**src/rtl/core/htsef_pkg.sv**
```systemverilog
// Shared types and constants for the header table size and eviction block.
package htsef_pkg;

  // Command codes
  localparam logic [1:0] CMD_INSERT    = 2'd0;
  localparam logic [1:0] CMD_LOOKUP    = 2'd1;
  localparam logic [1:0] CMD_SET_LIMIT = 2'd2;
  localparam logic [1:0] CMD_NONE      = 2'd3;

  // Result status codes
  localparam logic [1:0] ST_OK        = 2'd0;
  localparam logic [1:0] ST_TOO_LARGE = 2'd1;
  localparam logic [1:0] ST_NOT_FOUND = 2'd2;

  // Field widths
  localparam int LEN_W   = 13;
  localparam int ID_W    = 32;
  localparam int ESIZE_W = 14;
  localparam int USED_W  = 13;
  localparam int EV_W    = 8;
  // Exact entry size: two 13-bit lengths plus overhead
  localparam int SZ_W    = 15;

  localparam int unsigned ENTRY_OVERHEAD = 32;
  localparam logic [ESIZE_W-1:0] ESIZE_SAT = 14'h3FFF;

  // Command queue between front and back
  localparam int Q_DEPTH = 2;
  localparam int QAW     = 1;

  typedef struct packed {
    logic [1:0]       cmd;
    logic [LEN_W-1:0] name_len;
    logic [LEN_W-1:0] value_len;
    logic [ID_W-1:0]  lookup_id;
    logic [ID_W-1:0]  new_limit;
  } in_item_t;

  typedef struct packed {
    logic [1:0]         status;
    logic [ID_W-1:0]    entry_id;
    logic [ESIZE_W-1:0] entry_size;
    logic [USED_W-1:0]  used_size;
    logic [EV_W-1:0]    evicted;
  } out_item_t;

  // Classified command as it waits in the queue
  typedef struct packed {
    logic [1:0]      cmd;
    logic [SZ_W-1:0] size;
    logic [ID_W-1:0] arg;
  } op_t;

endpackage

```
**src/rtl/core/htsef_ram.sv**
```systemverilog
// Generic single-write, single-read RAM with registered read data.
module htsef_ram #(
  parameter int WIDTH = 13,
  parameter int DEPTH = 128
) (
  input  logic                     clk,
  input  logic                     wr_en,
  input  logic [$clog2(DEPTH)-1:0] wr_addr,
  input  logic [WIDTH-1:0]         wr_data,
  input  logic [$clog2(DEPTH)-1:0] rd_addr,
  output logic [WIDTH-1:0]         rd_data
);

  logic [WIDTH-1:0] mem [DEPTH];

  // Write port and registered read port
  always_ff @(posedge clk) begin
    if (wr_en) begin
      mem[wr_addr] <= wr_data;
    end
    rd_data <= mem[rd_addr];
  end

endmodule

```
**src/rtl/core/htsef_queue.sv**
```systemverilog
// Two-entry command queue between the front and back parts.
module htsef_queue (
  input  logic           clk,
  input  logic           rst,
  input  logic           push,
  input  htsef_pkg::op_t push_op,
  output logic           full,
  input  logic           pop,
  output logic           head_valid,
  output htsef_pkg::op_t head
);
  import htsef_pkg::*;

  op_t            slots [Q_DEPTH];
  logic [QAW-1:0] wr_ptr;
  logic [QAW-1:0] rd_ptr;
  logic [QAW:0]   fill;

  assign full       = (fill == (QAW+1)'(Q_DEPTH));
  assign head_valid = (fill != '0);
  assign head       = slots[rd_ptr];

  // Advance pointers and fill level; store pushed item
  always_ff @(posedge clk) begin
    if (rst) begin
      wr_ptr <= '0;
      rd_ptr <= '0;
      fill   <= '0;
    end else begin
      if (push) begin
        slots[wr_ptr] <= push_op;
        wr_ptr        <= wr_ptr + 1'b1;
      end
      if (pop) begin
        rd_ptr <= rd_ptr + 1'b1;
      end
      fill <= fill + (QAW+1)'(push) - (QAW+1)'(pop);
    end
  end

endmodule

```
**src/rtl/core/htsef_front.sv**
```systemverilog
// Front part: accepts request items, computes entry size and picks the argument.
module htsef_front (
  input  logic                req_valid,
  output logic                req_stall,
  input  htsef_pkg::in_item_t req,
  input  logic                q_full,
  output logic                push,
  output htsef_pkg::op_t      push_op
);
  import htsef_pkg::*;

  // Stall while the queue has no room
  assign req_stall = q_full;
  assign push      = req_valid && !q_full;

  // Classify: exact size for inserts, id or limit as the argument
  always_comb begin
    push_op.cmd  = req.cmd;
    push_op.size = SZ_W'(req.name_len) + SZ_W'(req.value_len) + SZ_W'(ENTRY_OVERHEAD);
    push_op.arg  = (req.cmd == CMD_LOOKUP) ? req.lookup_id : req.new_limit;
  end

endmodule

```
**src/rtl/core/htsef_back.sv**
```systemverilog
// Back part: table state, eviction sequencer, size RAM and result register.
module htsef_back #(
  parameter int LIMIT_MAX   = 4096,
  parameter int MAX_ENTRIES = 128
) (
  input  logic                 clk,
  input  logic                 rst,
  input  logic                 q_valid,
  input  htsef_pkg::op_t       q_head,
  output logic                 q_pop,
  output logic                 rsp_valid,
  input  logic                 rsp_stall,
  output htsef_pkg::out_item_t rsp
);
  import htsef_pkg::*;

  localparam int SW   = $clog2(LIMIT_MAX + 1);
  localparam int CW   = $clog2(MAX_ENTRIES + 1);
  localparam int AW   = $clog2(MAX_ENTRIES);
  localparam int EVW  = (CW > EV_W) ? CW : EV_W;
  localparam int CMPW = (SW > SZ_W) ? SW : SZ_W;

  localparam logic [1:0] S_IDLE  = 2'd0;
  localparam logic [1:0] S_EVICT = 2'd1;
  localparam logic [1:0] S_DROP  = 2'd2;
  localparam logic [1:0] S_LOOK  = 2'd3;

  logic [1:0]      state;
  logic [AW-1:0]   oldest;
  logic [CW-1:0]   count;
  logic [SW-1:0]   total;
  logic [ID_W-1:0] next_id;
  logic [SW-1:0]   table_limit;

  // Current command
  logic [1:0]      op_cmd;
  logic [SZ_W-1:0] op_size;
  logic            op_big;
  logic [SW-1:0]   bound;
  logic [EVW-1:0]  ev;
  logic            look_hit_q;
  logic [ID_W-1:0] look_id;

  logic            rsp_free;
  logic            rsp_load;
  logic [SW-1:0]   lim_sat;
  logic [CMPW-1:0] size_ext;
  logic [CMPW-1:0] limit_ext;
  logic            ins_big;
  logic [SW-1:0]   ins_bound;
  logic [ID_W-1:0] look_dist;
  logic            look_hit;
  logic [CW-1:0]   look_off;
  logic [AW-1:0]   look_slot;
  logic [AW-1:0]   app_slot;
  logic [SW-1:0]   total_held;
  logic [SW-1:0]   new_total;
  logic            ins_ok;
  logic            drop;
  logic            ram_we;
  logic [AW-1:0]   ram_raddr;
  logic [SW-1:0]   ram_rdata;

  // Ring index of base plus offset; the sum stays below twice the depth
  function automatic logic [AW-1:0] ring_add(input logic [AW-1:0] base,
                                             input logic [CW-1:0] ofs);
    logic [AW:0] s;
    s = (AW+1)'(base) + (AW+1)'(ofs);
    if (s >= (AW+1)'(MAX_ENTRIES)) begin
      s = s - (AW+1)'(MAX_ENTRIES);
    end
    return s[AW-1:0];
  endfunction

  // Decode the queue head
  always_comb begin
    rsp_free  = !rsp_valid || !rsp_stall;
    q_pop     = (state == S_IDLE) && q_valid && rsp_free;
    lim_sat   = (q_head.arg > 32'(LIMIT_MAX)) ? SW'(LIMIT_MAX) : SW'(q_head.arg);
    size_ext  = CMPW'(q_head.size);
    limit_ext = CMPW'(table_limit);
    ins_big   = size_ext > limit_ext;
    ins_bound = ins_big ? '0 : SW'(limit_ext - size_ext);
    look_dist = next_id - q_head.arg;
    look_hit  = (look_dist != '0) && (look_dist <= 32'(count));
    look_off  = count - CW'(look_dist);
    look_slot = ring_add(oldest, look_off);
  end

  // Eviction decision and completion values
  always_comb begin
    ins_ok     = (op_cmd == CMD_INSERT) && !op_big;
    drop       = (count != '0) &&
                 ((total > bound) || (ins_ok && (count == CW'(MAX_ENTRIES))));
    total_held = (count == '0) ? '0 : total;
    new_total  = total_held + SW'(op_size);
    app_slot   = ring_add(oldest, count);
    ram_we     = (state == S_EVICT) && !drop && ins_ok;
    ram_raddr  = (state == S_IDLE) ? look_slot : oldest;
    rsp_load   = ((state == S_IDLE) && q_pop && (q_head.cmd == CMD_NONE)) ||
                 ((state == S_EVICT) && !drop) ||
                 (state == S_LOOK);
  end

  htsef_ram #(
    .WIDTH (SW),
    .DEPTH (MAX_ENTRIES)
  ) u_sizes (
    .clk     (clk),
    .wr_en   (ram_we),
    .wr_addr (app_slot),
    .wr_data (SW'(op_size)),
    .rd_addr (ram_raddr),
    .rd_data (ram_rdata)
  );

  // Load a new result, or release one that was taken
  always_ff @(posedge clk) begin
    if (rst) begin
      rsp_valid <= 1'b0;
    end else if (rsp_load) begin
      rsp_valid <= 1'b1;
    end else if (!rsp_stall) begin
      rsp_valid <= 1'b0;
    end
  end

  // Sequence commands, evictions and results
  always_ff @(posedge clk) begin
    if (rst) begin
      state       <= S_IDLE;
      oldest      <= '0;
      count       <= '0;
      total       <= '0;
      next_id     <= 32'd1;
      table_limit <= SW'(LIMIT_MAX);
    end else begin
      case (state)
        S_IDLE: begin
          if (q_pop) begin
            op_cmd  <= q_head.cmd;
            op_size <= q_head.size;
            ev      <= '0;
            case (q_head.cmd)
              CMD_INSERT: begin
                op_big <= ins_big;
                bound  <= ins_bound;
                state  <= S_EVICT;
              end
              CMD_SET_LIMIT: begin
                table_limit <= lim_sat;
                bound       <= lim_sat;
                op_big      <= 1'b0;
                state       <= S_EVICT;
              end
              CMD_LOOKUP: begin
                look_hit_q <= look_hit;
                look_id    <= q_head.arg;
                state      <= S_LOOK;
              end
              default: begin
                rsp.status     <= ST_OK;
                rsp.entry_id   <= '0;
                rsp.entry_size <= '0;
                rsp.used_size  <= USED_W'(total);
                rsp.evicted    <= '0;
              end
            endcase
          end
        end
        S_EVICT: begin
          if (drop) begin
            state <= S_DROP;
          end else begin
            state         <= S_IDLE;
            rsp.evicted   <= EV_W'(ev);
            if (ins_ok) begin
              count          <= count + 1'b1;
              total          <= new_total;
              next_id        <= next_id + 1'b1;
              rsp.status     <= ST_OK;
              rsp.entry_id   <= next_id;
              rsp.entry_size <= ESIZE_W'(op_size);
              rsp.used_size  <= USED_W'(new_total);
            end else begin
              total          <= total_held;
              rsp.entry_id   <= '0;
              rsp.used_size  <= USED_W'(total_held);
              if (op_cmd == CMD_INSERT) begin
                rsp.status     <= ST_TOO_LARGE;
                rsp.entry_size <= (op_size > SZ_W'(ESIZE_SAT)) ? ESIZE_SAT
                                                                : ESIZE_W'(op_size);
              end else begin
                rsp.status     <= ST_OK;
                rsp.entry_size <= '0;
              end
            end
          end
        end
        S_DROP: begin
          // Drop the oldest entry; its size is on the RAM read port now
          total  <= (total >= ram_rdata) ? total - ram_rdata : '0;
          oldest <= (oldest == AW'(MAX_ENTRIES - 1)) ? '0 : oldest + 1'b1;
          count  <= count - 1'b1;
          ev     <= ev + 1'b1;
          state  <= S_EVICT;
        end
        S_LOOK: begin
          state         <= S_IDLE;
          rsp.used_size <= USED_W'(total);
          rsp.evicted   <= '0;
          if (look_hit_q) begin
            rsp.status     <= ST_OK;
            rsp.entry_id   <= look_id;
            rsp.entry_size <= ESIZE_W'(ram_rdata);
          end else begin
            rsp.status     <= ST_NOT_FOUND;
            rsp.entry_id   <= '0;
            rsp.entry_size <= '0;
          end
        end
        default: begin
          state <= S_IDLE;
        end
      endcase
    end
  end

endmodule

```
**src/rtl/core/header_table_size_evict_fifo.sv**
```systemverilog
// Accepted item to result: queued, popped by the back sequencer while idle (an
// unused command loads the result on pop), then insert and set limit pass the
// evict state, lookup the look state, and each evicted entry adds a drop pass
// (size RAM read, subtract); a 2-entry queue takes items while one is in work.
// Reset (rst, synchronous): table empty, next id 1, limit LIMIT_MAX, queue and
// result register empty. No clearing pass; RAM contents stay as they were.
module header_table_size_evict_fifo #(
  parameter int LIMIT_MAX   = 4096,
  parameter int MAX_ENTRIES = 128
) (
  input  logic                 clk,
  input  logic                 rst,
  input  logic                 req_valid,
  output logic                 req_stall,
  input  htsef_pkg::in_item_t  req,
  output logic                 rsp_valid,
  input  logic                 rsp_stall,
  output htsef_pkg::out_item_t rsp
);
  import htsef_pkg::*;

  logic q_full;
  logic push;
  op_t  push_op;
  logic pop;
  logic head_valid;
  op_t  head;

  htsef_front u_front (
    .req_valid (req_valid),
    .req_stall (req_stall),
    .req       (req),
    .q_full    (q_full),
    .push      (push),
    .push_op   (push_op)
  );

  htsef_queue u_queue (
    .clk        (clk),
    .rst        (rst),
    .push       (push),
    .push_op    (push_op),
    .full       (q_full),
    .pop        (pop),
    .head_valid (head_valid),
    .head       (head)
  );

  htsef_back #(
    .LIMIT_MAX   (LIMIT_MAX),
    .MAX_ENTRIES (MAX_ENTRIES)
  ) u_back (
    .clk       (clk),
    .rst       (rst),
    .q_valid   (head_valid),
    .q_head    (head),
    .q_pop     (pop),
    .rsp_valid (rsp_valid),
    .rsp_stall (rsp_stall),
    .rsp       (rsp)
  );

endmodule

```
**config.mk**
```make
export PLATFORM = sky130hd
export DESIGN_NAME = header_table_size_evict_fifo
export DESIGN_NICKNAME = d
export VERILOG_FILES = /design/src/rtl/core/htsef_pkg.sv /design/src/rtl/core/htsef_ram.sv /design/src/rtl/core/htsef_queue.sv /design/src/rtl/core/htsef_front.sv /design/src/rtl/core/htsef_back.sv /design/src/rtl/core/header_table_size_evict_fifo.sv
export SDC_FILE = /design/constraint.sdc
export NUM_CORES = 2
export LEC_CHECK = 0
export BUFFER_PORTS_ARGS = -buffer_cell sky130_fd_sc_hd__clkbuf_2
export CORE_UTILIZATION = 52
export CTS_BUF_LIST = sky130_fd_sc_hd__clkbuf_8
export DETAILED_ROUTE_END_ITERATION = 16
export PLACE_DENSITY = 0.68
export SYNTH_ARGS = -nofsm -noshare
export SYNTH_HDL_FRONTEND = slang
export SYNTH_SLANG_ARGS = --single-unit
```
**constraint.sdc**
```tcl
create_clock -name clk -period 11.2 [get_ports clk]
set_input_delay 2.8 -clock clk [delete_from_list [all_inputs] [get_ports clk]]
set_output_delay 2.8 -clock clk [all_outputs]
set_load 0.1 [all_outputs]
```
==> results.json <==
{
  "status": "finished clean",
  "place_ws_ps": 4720,
  "antenna_found_initial": 2,
  "synth-async-reset-ratio_pct": 0,
  "post_cts_buffers": 0,
  "cts_tree": "done",
  "clk_latency_ps": 1020,
  "syn_area_per_cell_sq_um": 17.6,
  "cp.arrival_ps": 7380,
  "nNetsFinal": 5469,
  "hp-class": "reg2reg",
  "clk_pin_slew_ps": 60,
  "final-seq-area_sq_um": 59000,
  "reg2reg_slack_ps": 4770,
  "grt_pass1_vias": 44900,
  "rsz0062_at_grt": "no",
  "synth_top_flop_cell": "edfxtp_1",
  "fp.coreArea_sq_um": 159000,
  "setup_violations": 0,
  "yosysSeqAreaShare_pct": 70.5,
  "hpwl_mm": 124,
  "synth.distinct_cells": 77,
  "worstReg2RegEnd": "u_back.u_sizes.rd_data[8]",
  "hold_end": "u_back.table_limit[12]",
  "cts_inserted_buffers": 337,
  "leakage_uw": 0.0318,
  "die_y_um": 403,
  "drtIter0Drc": 4799,
  "fin_ws_ps": 4770,
  "fin_setup_tns_ps": 0,
  "multi_input_area_sq_um": 23300,
  "htreeDepth": 5,
  "ant_nets": 0,
  "syn-num-nets": 5023,
  "fillers": 11700,
  "maxSlewViolCount": 0,
  "grt_overflow": 0,
  "clock-sinks": 1997,
  "fp.dieW_um": 403,
  "min_path_cells": 1,
  "drive_gt1_share_pct": 24.2,
  "synth_adder_area_share_pct": 2.48,
  "peakVddDrop_uv": 494,
  "area_delta_synth_final_pct": 12.1,
  "cts_hold_buf": 0,
  "period_minus_slack_ps": 6430,
  "min_from": "u_back.table_limit[12]",
  "rows": 146,
  "root_buffer": "clkbuf_8",
  "finalPower_uw": 29500,
  "crit_path_end_kind": "flip-flop",
  "die-area_sq_um": 163000,
  "placed_cells": 7022,
  "grt_max_degree": 132,
  "p_per_area_nw_per_um2": 314,
  "synth_top_family_by_area": "multiplexers",
  "synthSimpleGateAreaFrac_pct": 4.39,
  "worst_pin_slew_ps": 1240,
  "grt_pass1_wl_mm": 298,
  "ys.warnings.count": 0,
  "startpoint_type": "flip-flop",
  "io_pins": 167,
  "syn_inst": 4769,
  "clk_path_buf_depth": 4,
  "finalHoldViolCount": 0,
  "synth_mux_area_share_pct": 14.3,
  "synth_edf_count": 1903,
  "gp_congestion": 0.901,
  "period_share_pct": 57.4,
  "path_class": "reg2reg",
  "floorplan.initialDensity_pct": 52.6,
  "synth-compound-area-share_pct": 5.28,
  "synthXorXnorAreaFrac_pct": 1.15,
  "syn_area_sq_um": 83700,
  "crit_fanout": 51,
  "fin_skew_ps": 78.1,
  "wl_per_cell_um": 26.8,
  "dr_total_vias": 46100,
  "finalWirelength_mm": 204,
  "critPathRequiredTime_ps": 12160,
  "port_buffers": 166,
  "fmax_ghz": 0.156,
  "relSlewSlack_pct": 17.3,
  "synth-seq-cells": 1997,
  "drc": 0,
  "cts_resized": 0,
  "r2r_cells": 16,
  "stdcell_count": 7609,
  "firstDrtPassIters": 6,
  "cap_violations": 0,
  "viasPerCell": 6.06,
  "groute.usage.overall_pct": 24.9
}
state kept, by name, indices dropped and copies added (netlist names), named ones only:
signal / count
u_back.bound: 13
u_back.count: 8
u_back.ev: 8
u_back.look_hit_q: 1
u_back.look_id: 32
u_back.next_id: 32
u_back.oldest: 7
u_back.op_big: 1
u_back.op_cmd: 2
u_back.op_size: 15
u_back.rsp: 69
u_back.rsp_valid: 1
u_back.state: 2
u_back.table_limit: 13
u_back.total: 13
u_back.u_sizes.mem: 1664
u_back.u_sizes.rd_data: 13
u_queue.fill: 2
u_queue.rd_ptr: 1
u_queue.slots: 98
u_queue.wr_ptr: 1
cells in the final DEF, fill, tap and decap left out, types with 18 or more instances in the layout:
master,instances
dfxtp_1,93
clkbuf_8,351
buf_4,173
clkbuf_2,165
or3_1,27
mux2i_1,153
nand4_1,28
clkinv_2,23
and3_1,20
a21oi_1,149
mux2_2,94
and2_1,21
ha_1,145
a31oi_1,18
o21ai_0,100
nor2_2,26
a22o_1,38
nand3_1,55
a21o_1,29
o211ai_1,62
a211oi_1,112
inv_1,256
clkinv_1,91
xor2_1,41
xnor2_1,68
edfxtp_1,1903
nand2_1,195
mux4_2,416
nor2_1,245
nor3_1,42
nor2b_1,72
logic make-up (layout without fill, tap and decap cells):
kind of cell             count (synthesis)  after routing
AO/OA/AOI/OAI                          654            654
flip-flops                            1997           1997
buffers and inverters                  395           1086
other                                    0              3
multiplexers                           668            668
adder cells (fa/ha/maj)                158            158
AND/OR/NAND/NOR                        787            787
XOR/XNOR                               110            110
how the worst max path moves through the flow:
| stage | start | endpoint | slack (ps) | cells after the start |
|---|---|---|---|---|
| 6_report | flip-flop | u_back.u_sizes.rd_data[8] | 4770 | 16 |
| 3_5_place_dp | flip-flop | u_back.u_sizes.rd_data[10] | 4720 | 15 |
| 5_1_grt | flip-flop | u_back.u_sizes.rd_data[10] | 4550 | 17 |
| 3_3_place_gp | flip-flop | u_back.u_sizes.rd_data[0] | 4810 | 15 |
| 4_1_cts | flip-flop | u_back.u_sizes.rd_data[10] | 4680 | 15 |
| 2_1_floorplan | rsp_stall | u_back.rsp[0] | 2200 | 6 |
cells in the mapped netlist (13+ instances only):
cell type / number / share of area (%)
o21a_1: 14 / 0.13
nand3_1: 55 / 0.33
a21oi_1: 150 / 0.90
mux2i_1: 157 / 1.9
or3_1: 27 / 0.20
o22ai_1: 13 / 0.097
clkbuf_1: 140 / 0.63
and2_1: 22 / 0.16
ha_1: 145 / 2.2
nand2_1: 196 / 0.88
o21ai_0: 100 / 0.60
o21bai_1: 13 / 0.12
nor3_1: 45 / 0.27
dfxtp_1: 94 / 2.2
a311oi_1: 17 / 0.18
a22o_1: 38 / 0.40
o211ai_1: 62 / 0.56
xor2_1: 41 / 0.43
a211o_1: 17 / 0.18
a211oi_1: 112 / 1.0
nand4_1: 28 / 0.21
buf_1: 27 / 0.12
nor2_1: 271 / 1.2
inv_1: 156 / 0.70
mux2_2: 95 / 1.3
a31o_2: 16 / 0.17
fa_1: 13 / 0.31
nor2b_1: 73 / 0.55
a31oi_1: 18 / 0.13
nand2b_1: 15 / 0.11
edfxtp_1: 1903 / 68
mux4_2: 416 / 11
buf_2: 69 / 0.41
xnor2_1: 69 / 0.72
a21o_1: 29 / 0.26
and3_1: 20 / 0.15
cell type report:
cell class              count  area share, %
inverters                 157          0.628
flip-flops and latches   1997           62.9
repair buffers            345           2.40
diodes                      3        0.00800
clock inverters           233           1.26
multi-input cells        2377           24.8
well taps                2146           2.86
clock buffers             351           5.15
per-layer routing:
layer	part of all wire, %	wire (um)	global-route usage (%)
met5	0	0	0
met4	2.5	5190	7.56
met3	8.3	16800	4.66
met2	47	96000	38.3
met1	42	85600	36.5
power by group:
group	switching (uW)	internal, uW	total (uW)
logic	8730	5770	14500
clock network	2840	3090	5930
registers	212	8820	9040
critical path: stages, from the launching register on:
cell and delay, ps:
dfxtp_2 340, buf_4 660, mux2i_1 370, ha_1 330, xor2_1 350, fa_1 500, ha_1 330, xnor2_1 150
nor2_1 80, a21oi_4 140, buf_4 630, buf_4 610, mux2i_1 220, a211oi_1 650, nor3_1 240, a311oi_1 490
a31o_2 170
through the flow:
stage / utilization [%] / hold slack (ps) / cell area [sq um]
2_1_floorplan: - / 435 / 83700
4_1_cts: 59.0 / 470 / 93900
3_5_place_dp: 55.2 / 452 / 87900
3_3_place_gp: 55.2 / 451 / 87900
6_report: 59.0 / 469 / 93900
5_1_grt: 59.0 / 506 / 93900
(Power assumes the default switching activity.)
